===== src/sv/seth_pkg.sv =====
// Shared types, register codes and threshold arithmetic for the edge trigger.
`default_nettype none
package seth_pkg;

  // Default sample width and the widest width the arithmetic supports
  localparam int SAMPLE_BITS_DEF = 10;
  localparam int SAMPLE_BITS_MAX = 16;

  // Register file layout
  localparam int          LEVEL_BITS = 10;
  localparam logic [9:0]  LEVEL_RST  = 10'd512;
  localparam logic        RISING_RST = 1'b1;
  localparam logic        ARMED_RST  = 1'b1;
  localparam int          ADDR_BITS  = 4;
  localparam int          DATA_BITS  = 32;

  // Divide-by-ten reciprocal: floor(2^20 / 10), valid for 20-bit dividends
  localparam int          DIV_BITS   = 20;
  localparam logic [16:0] RECIP10    = 17'd104857;

  typedef enum logic [1:0] {
    REG_LEVEL  = 2'd0,
    REG_RISING = 2'd1,
    REG_ARMED  = 2'd2
  } reg_idx_t;

  // Mode bits handed from the register file to the trigger core
  typedef struct packed {
    logic rising;
    logic armed;
  } mode_t;

  // floor(x / 10) by reciprocal multiply, one correction step
  function automatic logic [19:0] div10(input logic [19:0] x);
    logic [36:0] prod;
    logic [19:0] q;
    logic [19:0] r;
    prod = 37'(x) * 37'(RECIP10);
    q    = 20'(prod[36:20]);
    r    = x - 20'(q * 20'd10);
    if (r >= 20'd10) begin
      q = q + 20'd1;
    end
    return q;
  endfunction

  // High threshold: floor(level * 11 / 10)
  function automatic logic [19:0] thr_hi(input logic [15:0] lvl);
    return div10(20'(lvl) * 20'd11);
  endfunction

  // Low threshold: floor(level * 9 / 10)
  function automatic logic [19:0] thr_lo(input logic [15:0] lvl);
    return div10(20'(lvl) * 20'd9);
  endfunction

endpackage
`default_nettype wire


===== src/sv/seth_cfg.sv =====
// APB register file with threshold precompute on level writes.
`default_nettype none
module seth_cfg
  import seth_pkg::*;
#(
  parameter int SAMPLE_BITS = SAMPLE_BITS_DEF
) (
  input  wire logic                   clk,
  input  wire logic                   rst_n,
  input  wire logic                   psel,
  input  wire logic                   penable,
  input  wire logic                   pwrite,
  input  wire logic [ADDR_BITS-1:0]   paddr,
  input  wire logic [DATA_BITS-1:0]   pwdata,
  output logic      [DATA_BITS-1:0]   prdata,
  output logic                        pready,
  output logic      [SAMPLE_BITS-1:0] level,
  output logic      [SAMPLE_BITS:0]   hi_level,
  output logic      [SAMPLE_BITS-1:0] lo_level,
  output mode_t                       mode
);

  // Level bits that survive both the register mask and the sample mask
  localparam int LMIN = (SAMPLE_BITS < LEVEL_BITS) ? SAMPLE_BITS : LEVEL_BITS;

  logic [LEVEL_BITS-1:0]  level_r;
  logic                   rising_r;
  logic                   armed_r;
  logic [SAMPLE_BITS:0]   hi_level_r;
  logic [SAMPLE_BITS-1:0] lo_level_r;
  logic                   wr_en;
  reg_idx_t               idx;
  logic [SAMPLE_BITS-1:0] wr_lvl;
  logic [SAMPLE_BITS-1:0] rst_lvl;

  assign pready  = 1'b1;
  assign wr_en   = psel & penable & pwrite;
  assign idx     = reg_idx_t'(paddr[3:2]);
  assign wr_lvl  = SAMPLE_BITS'(pwdata[LMIN-1:0]);
  assign rst_lvl = SAMPLE_BITS'(LEVEL_RST[LMIN-1:0]);

  // Register writes; thresholds follow the level so a rearm only copies them
  always_ff @(posedge clk) begin
    if (!rst_n) begin
      level_r    <= LEVEL_RST;
      rising_r   <= RISING_RST;
      armed_r    <= ARMED_RST;
      hi_level_r <= (SAMPLE_BITS+1)'(thr_hi(16'(rst_lvl)));
      lo_level_r <= SAMPLE_BITS'(thr_lo(16'(rst_lvl)));
    end else if (wr_en) begin
      case (idx)
        REG_LEVEL: begin
          level_r    <= pwdata[LEVEL_BITS-1:0];
          hi_level_r <= (SAMPLE_BITS+1)'(thr_hi(16'(wr_lvl)));
          lo_level_r <= SAMPLE_BITS'(thr_lo(16'(wr_lvl)));
        end
        REG_RISING: rising_r <= pwdata[0];
        REG_ARMED:  armed_r  <= pwdata[0];
        default: ;
      endcase
    end
  end

  // Read mux
  always_comb begin
    case (idx)
      REG_LEVEL:  prdata = DATA_BITS'(level_r);
      REG_RISING: prdata = DATA_BITS'(rising_r);
      REG_ARMED:  prdata = DATA_BITS'(armed_r);
      default:    prdata = '0;
    endcase
  end

  assign level       = SAMPLE_BITS'(level_r[LMIN-1:0]);
  assign hi_level    = hi_level_r;
  assign lo_level    = lo_level_r;
  assign mode.rising = rising_r;
  assign mode.armed  = armed_r;

endmodule
`default_nettype wire


===== src/sv/seth_core.sv =====
// Trigger state update and two-entry result buffer.
`default_nettype none
module seth_core
  import seth_pkg::*;
#(
  parameter int SAMPLE_BITS = SAMPLE_BITS_DEF
) (
  input  wire logic                   clk,
  input  wire logic                   rst_n,
  input  wire logic                   in_valid,
  output logic                        in_ready,
  input  wire logic                   in_operation,
  input  wire logic [SAMPLE_BITS-1:0] in_sample_code,
  output logic                        out_valid,
  input  wire logic                   out_ready,
  output logic                        out_triggered,
  output logic                        out_high_seen,
  output logic                        out_low_seen,
  input  wire logic [SAMPLE_BITS-1:0] level,
  input  wire logic [SAMPLE_BITS:0]   hi_level,
  input  wire logic [SAMPLE_BITS-1:0] lo_level,
  input  wire mode_t                  mode
);

  // Trigger state
  logic [SAMPLE_BITS-1:0] prev_r, prev_nxt;
  logic                   sh_r, sh_nxt;
  logic                   sl_r, sl_nxt;
  logic                   latch_r, latch_nxt;
  logic [SAMPLE_BITS:0]   hth_r, hth_nxt;
  logic [SAMPLE_BITS-1:0] lth_r, lth_nxt;
  logic                   hit;

  // Result buffer: head and skid entries, {triggered, high, low}
  logic [2:0] out_r, skid_r, res;
  logic       out_valid_r, skid_valid_r;

  logic                   push, pop;
  logic [SAMPLE_BITS-1:0] s;
  logic                   s_ge_hth, s_le_lth, up, down, ge_lvl, le_lvl;

  assign in_ready = !skid_valid_r;
  assign push     = in_valid & in_ready;
  assign pop      = out_valid_r & out_ready;
  assign s        = in_sample_code;

  // Comparisons against stored state
  assign s_ge_hth = {1'b0, s} >= hth_r;
  assign s_le_lth = s <= lth_r;
  assign up       = s > prev_r;
  assign down     = s < prev_r;
  assign ge_lvl   = s >= level;
  assign le_lvl   = s <= level;

  // Next state and hit for one item
  always_comb begin
    prev_nxt  = prev_r;
    sh_nxt    = sh_r;
    sl_nxt    = sl_r;
    latch_nxt = latch_r;
    hth_nxt   = hth_r;
    lth_nxt   = lth_r;
    hit       = 1'b0;
    if (in_operation) begin
      // rearm
      prev_nxt  = s;
      sh_nxt    = 1'b0;
      sl_nxt    = 1'b0;
      latch_nxt = 1'b0;
      hth_nxt   = hi_level;
      lth_nxt   = lo_level;
    end else if (mode.armed) begin
      if (latch_r) begin
        hit = 1'b1;
      end else begin
        prev_nxt = s;
        if (up || down) begin
          if (mode.rising) begin
            if (!sh_r) begin
              sh_nxt = s_ge_hth;
            end else if (!sl_r) begin
              sl_nxt = s_le_lth;
            end else if (up && ge_lvl) begin
              latch_nxt = 1'b1;
              hit       = 1'b1;
            end
          end else begin
            if (!sl_r) begin
              sl_nxt = s_le_lth;
            end else if (sh_r || s_ge_hth) begin
              // falling arm completes; this sample may fire at once
              sh_nxt = 1'b1;
              if (down && le_lvl) begin
                latch_nxt = 1'b1;
                hit       = 1'b1;
              end
            end
          end
        end
      end
    end else begin
      // plain edge check
      prev_nxt = s;
      if ((mode.rising && up && ge_lvl) || (!mode.rising && down && le_lvl)) begin
        latch_nxt = 1'b1;
        hit       = 1'b1;
      end
    end
  end

  assign res = {hit, sh_nxt, sl_nxt};

  // State registers
  always_ff @(posedge clk) begin
    if (!rst_n) begin
      prev_r  <= '0;
      sh_r    <= 1'b0;
      sl_r    <= 1'b0;
      latch_r <= 1'b0;
      hth_r   <= '0;
      lth_r   <= '0;
    end else if (push) begin
      prev_r  <= prev_nxt;
      sh_r    <= sh_nxt;
      sl_r    <= sl_nxt;
      latch_r <= latch_nxt;
      hth_r   <= hth_nxt;
      lth_r   <= lth_nxt;
    end
  end

  // Result buffer control
  always_ff @(posedge clk) begin
    if (!rst_n) begin
      out_valid_r  <= 1'b0;
      skid_valid_r <= 1'b0;
    end else if (pop) begin
      if (skid_valid_r) begin
        out_valid_r  <= 1'b1;
        skid_valid_r <= push;
      end else begin
        out_valid_r  <= push;
      end
    end else if (push) begin
      if (out_valid_r) begin
        skid_valid_r <= 1'b1;
      end else begin
        out_valid_r  <= 1'b1;
      end
    end
  end

  // Result buffer data
  always_ff @(posedge clk) begin
    if (pop) begin
      if (skid_valid_r) begin
        out_r <= skid_r;
        if (push) begin
          skid_r <= res;
        end
      end else if (push) begin
        out_r <= res;
      end
    end else if (push) begin
      if (out_valid_r) begin
        skid_r <= res;
      end else begin
        out_r <= res;
      end
    end
  end

  assign out_valid     = out_valid_r;
  assign out_triggered = out_r[2];
  assign out_high_seen = out_r[1];
  assign out_low_seen  = out_r[0];

`ifndef ASSERT_OFF
  // Skid entry is only ever occupied behind a valid head
  a_skid_behind_head: assert property (@(posedge clk) disable iff (!rst_n)
    skid_valid_r |-> out_valid_r)
    else $error("skid entry valid without head entry");

  // A waiting result is not dropped
  a_result_held: assert property (@(posedge clk) disable iff (!rst_n)
    (out_valid_r && !out_ready) |=> out_valid_r)
    else $error("pending result lost");

  // Rearm clears flags and latch
  a_rearm_clears: assert property (@(posedge clk) disable iff (!rst_n)
    (push && in_operation) |=> (!latch_r && !sh_r && !sl_r))
    else $error("rearm did not clear trigger state");

  // Latched armed trigger freezes the previous sample
  a_latch_freezes: assert property (@(posedge clk) disable iff (!rst_n)
    (push && !in_operation && mode.armed && latch_r) |=> ($stable(prev_r) && latch_r))
    else $error("latched trigger changed state");
`endif

endmodule
`default_nettype wire


===== src/sv/scope_edge_trigger_hysteresis.sv =====
// Top level of the oscilloscope edge trigger with hysteresis arming.
//
//   channel | direction | handshake              | beat contents
//   --------+-----------+------------------------+--------------------------------
//   in_     | input     | in_valid / in_ready    | operation, sample_code
//   out_    | output    | out_valid / out_ready  | triggered, high_seen, low_seen
//   apb     | input     | psel, penable, pready  | trigger_level, rising_edge, armed_mode
//
// One beat in per cycle while in_ready is high; its result is registered into the result buffer.
// The result comes from the single state-update stage in front of the result register.
// A two-entry result buffer keeps input accepted while one result waits downstream.
// rst_n is synchronous active low; registers return to level 512, rising, armed.
// Thresholds are computed when the level is written, so a rearm only copies them.
`default_nettype none
module scope_edge_trigger_hysteresis
  import seth_pkg::*;
#(
  parameter int SAMPLE_BITS = SAMPLE_BITS_DEF
) (
  input  wire logic                   clk,
  input  wire logic                   rst_n,
  input  wire logic                   in_valid,
  output logic                        in_ready,
  input  wire logic                   in_operation,
  input  wire logic [SAMPLE_BITS-1:0] in_sample_code,
  output logic                        out_valid,
  input  wire logic                   out_ready,
  output logic                        out_triggered,
  output logic                        out_high_seen,
  output logic                        out_low_seen,
  input  wire logic                   psel,
  input  wire logic                   penable,
  input  wire logic                   pwrite,
  input  wire logic [ADDR_BITS-1:0]   paddr,
  input  wire logic [DATA_BITS-1:0]   pwdata,
  output logic      [DATA_BITS-1:0]   prdata,
  output logic                        pready
);

  logic [SAMPLE_BITS-1:0] level;
  logic [SAMPLE_BITS:0]   hi_level;
  logic [SAMPLE_BITS-1:0] lo_level;
  mode_t                  mode;

  seth_cfg #(
    .SAMPLE_BITS(SAMPLE_BITS)
  ) u_cfg (
    .clk      (clk),
    .rst_n    (rst_n),
    .psel     (psel),
    .penable  (penable),
    .pwrite   (pwrite),
    .paddr    (paddr),
    .pwdata   (pwdata),
    .prdata   (prdata),
    .pready   (pready),
    .level    (level),
    .hi_level (hi_level),
    .lo_level (lo_level),
    .mode     (mode)
  );

  seth_core #(
    .SAMPLE_BITS(SAMPLE_BITS)
  ) u_core (
    .clk            (clk),
    .rst_n          (rst_n),
    .in_valid       (in_valid),
    .in_ready       (in_ready),
    .in_operation   (in_operation),
    .in_sample_code (in_sample_code),
    .out_valid      (out_valid),
    .out_ready      (out_ready),
    .out_triggered  (out_triggered),
    .out_high_seen  (out_high_seen),
    .out_low_seen   (out_low_seen),
    .level          (level),
    .hi_level       (hi_level),
    .lo_level       (lo_level),
    .mode           (mode)
  );

endmodule
`default_nettype wire


===== config.mk =====
export PLATFORM = sky130hd
export DESIGN_NAME = scope_edge_trigger_hysteresis
export DESIGN_NICKNAME = d
export VERILOG_FILES = /design/src/sv/seth_pkg.sv /design/src/sv/seth_cfg.sv /design/src/sv/seth_core.sv /design/src/sv/scope_edge_trigger_hysteresis.sv
export SDC_FILE = /design/constraint.sdc
export NUM_CORES = 1
export LEC_CHECK = 0
export BUFFER_PORTS_ARGS = -buffer_cell sky130_fd_sc_hd__buf_2
export CORE_MARGIN = 2
export CORE_UTILIZATION = 45
export DETAILED_ROUTE_END_ITERATION = 7
export HOLD_SLACK_MARGIN = 0.05
export PLACE_DENSITY_LB_ADDON = 0.05
export SETUP_SLACK_MARGIN = 0.15
export SLEW_MARGIN = 20
export SYNTH_ARGS = -nofsm -noshare
export SYNTH_HDL_FRONTEND = slang
export SYNTH_HIERARCHICAL = 1
export SYNTH_SLANG_ARGS = --single-unit
export TNS_END_PERCENT = 50

===== constraint.sdc =====
create_clock -name clk -period 23.6 [get_ports clk]
set_input_delay 2.36 -clock clk [delete_from_list [all_inputs] [get_ports clk]]
set_output_delay 2.36 -clock clk [all_outputs]
set_load 0.01 [all_outputs]

==> reports/qor.csv <==
metric,value,unit
start_util,45.4,%
h-tree-depth,3,
critical_path_depth,44,
core_area,31400,um^2
period_needed,15490,ps
crit_path_max_incr_delay,750,ps
ys_warn_count,6,
layout-drive-gt1-share,6.07,%
cp.buffers_inverters,3,
grt_antenna_before_repair,0,
maxCapViolations,0,
cts_buffer_depth,2,
track_usage,21.1,%
hold_ws,450,ps
r2r.worst_path.cells,8,
finalNetCount,2183,
drt_iter0_drc,481,
tightest_slew,939,ps
synth_cell_type_count,90,
crit_top_cell,ha_1,
crit_required,23850,ps
diodes,0,
synthArstFlopShare,0,%
fin_crit_sh,65.6,%
postCtsResizedCells,0,
final_antenna_net_count,0,
fillers,3128,
fmax,0.0646,GHz
crit_type,in2reg,
cp_max_fo,19,
final_common_cell,ha_1,
synth_enable_flop_cells,6,
holdBufCountCts,0,
multiInputGateArea,11400,um^2
gp_congestion,0.905,
worst_setup_path_end_kind,flip-flop,
die_x,182,um
ios,92,
path_clk_slew,60,ps
synth_seq_cells,75,
postCtsSetupRepairBufs,0,
grt_max_degree,35,
grt_pass1_wl,56100,um
rows,65,
yosysTopAreaCell,ha_1,
slew_headroom,36.9,%
chipHeight,182,um
synthesis.area,14200,um^2
port_buffers,44,
hold_depth,2,
synth_cells,1657,
synth_area_leaders,"ha_1 29%, fa_1 16%, dfxtp_1 9.7%",
setup_tns,0,ps
timing.hold.worst.class,reg2reg,
slowest_stage,a2111oi_4,
final_cell_mix,"325 x ha_1, 292 x inv_1, 115 x nand2_1",
startpoint_type,input pin,
crit_family,compound AO/OA/AOI/OAI gates,
cts_tree,built,
cts_buffers,9,
yosysSeqAreaShare,11.0,%
setup_violations,0,
grt_pass1_vias,11035,
slew_viol_final,0,
syn_area_per_cell,8.60,um^2
firstDrtPassIters,4,
wirelength,33800,um
fin_skew,6.05,ps
wire_per_inst,16.1,um
clock_latency,330,ps
die_area,33100,um^2
vias,11123,
syn_to_final_growth,6.24,%
cp.arrival,15740,ps
cts_sinks,75,
grt-ovfl-total,0,
area.sequential,1560,um^2
rsz0062_at_grt,false,
status,"finished, final reports clean",
clock-root-buffer,clkbuf_16,
vias_per_cell,5.30,
synth-main-ff-cell,dfxtp_1,
final_hold_viol_count,0,
netlist.area_leader.share,28.6,%
drc,0,
post-dp-hpwl,29200,um
-- cell families after synthesis --
family	Yosys count	share of synthesized area, %
compound gates	338	15.9
xor+xnor	93	5.77
fa+ha+maj	436	44.2
buf+inv	342	9.68
flops	75	11.0
mux	21	1.49
other cells	2	0.0527
simple gates	350	11.9
-- path summary, 6_finish.rpt --
path                        to  slack (ps)         startpoint
max          u_cfg/hi_level[2]        8110          pwdata[0]
min            u_core/lth_r[9]         450  u_cfg/lo_level[9]
max reg2reg   u_core/skid_r[2]       21280   u_core/prev_r[5]
min reg2reg    u_core/lth_r[9]         450  u_cfg/lo_level[9]
-- metrics by stage --
| stage | instance area [um^2] | cells | util, % | setup slack (ps) |
|---|---|---|---|---|
| floorplan | 14300 | 1678 | - | 10280 |
| detailed placement | 14800 | 2084 | 47.3 | 7760 |
| global route | 15100 | 2100 | 48.2 | 7230 |
| finish | 15100 | 2100 | 48.2 | 8110 |
| CTS | 15100 | 2100 | 48.2 | 8050 |
| global placement | 14800 | 2084 | 47.3 | 7850 |
-- per-layer routing --
| layer | share of wire, % | track usage (%) | vias up | routed length (um) |
|---|---|---|---|---|
| met3 | 2.4 | 1.14 | 22 | 794 |
| met5 | 0 | 0 | - | 0 |
| met4 | 1.3 | 3.90 | 0 | 426 |
| li1 | - | - | 5676 | - |
| met2 | 47 | 36.8 | 167 | 15900 |
| met1 | 49 | 29.2 | 5258 | 16700 |
-- synth_stat cells, types with 10 or more instances --
cell,count
ha_1,325
inv_1,292
nand2_1,115
a21oi_1,113
fa_1,111
nor2_1,83
dfxtp_1,69
o21ai_0,54
xnor2_1,52
xor2_1,40
a21o_1,35
nor3_1,26
buf_4,25
clkbuf_1,22
mux2i_1,19
nor2b_1,18
nand3_1,16
nand4_1,15
o211ai_1,15
and2_1,14
a211oi_1,13
a31oi_1,13
or3_1,13
o21bai_1,12
nand2b_1,11
o21a_1,10
-- sequential cells by signal, indices dropped and copies added, names as in the netlist --
name,cells
u_cfg/armed_r,1
u_cfg/level,10
u_core/skid_r,3
u_core/latch_r,1
u_core/skid_valid_r,1
u_cfg/lo_level,10
u_cfg/hi_level,11
u_core/out_r,3
u_cfg/rising_r,1
u_core/hth_r,11
u_core/lth_r,10
u_core/sl_r,1
u_core/out_valid,1
u_core/sh_r,1
u_core/prev_r,10
-- tightest hold or removal path: cells and delay by family, from the launching register on --
kind | cells | cell delay (ps)
compound gates | 1 | 50
flops | 1 | 310
simple gates | 1 | 50
-- cell type report --
type | instances | share of cell area, %
clock inverters | 5 | 0.215
multi-input cells | 1261 | 75.2
repair buffers | 52 | 1.85
well taps | 402 | 3.32
inverters | 294 | 7.29
clock buffers | 11 | 1.74
flip-flops and latches | 75 | 10.3
Power is not shown: default switching activity piles up to over one toggle a cycle in this logic, so the estimate is an artifact.
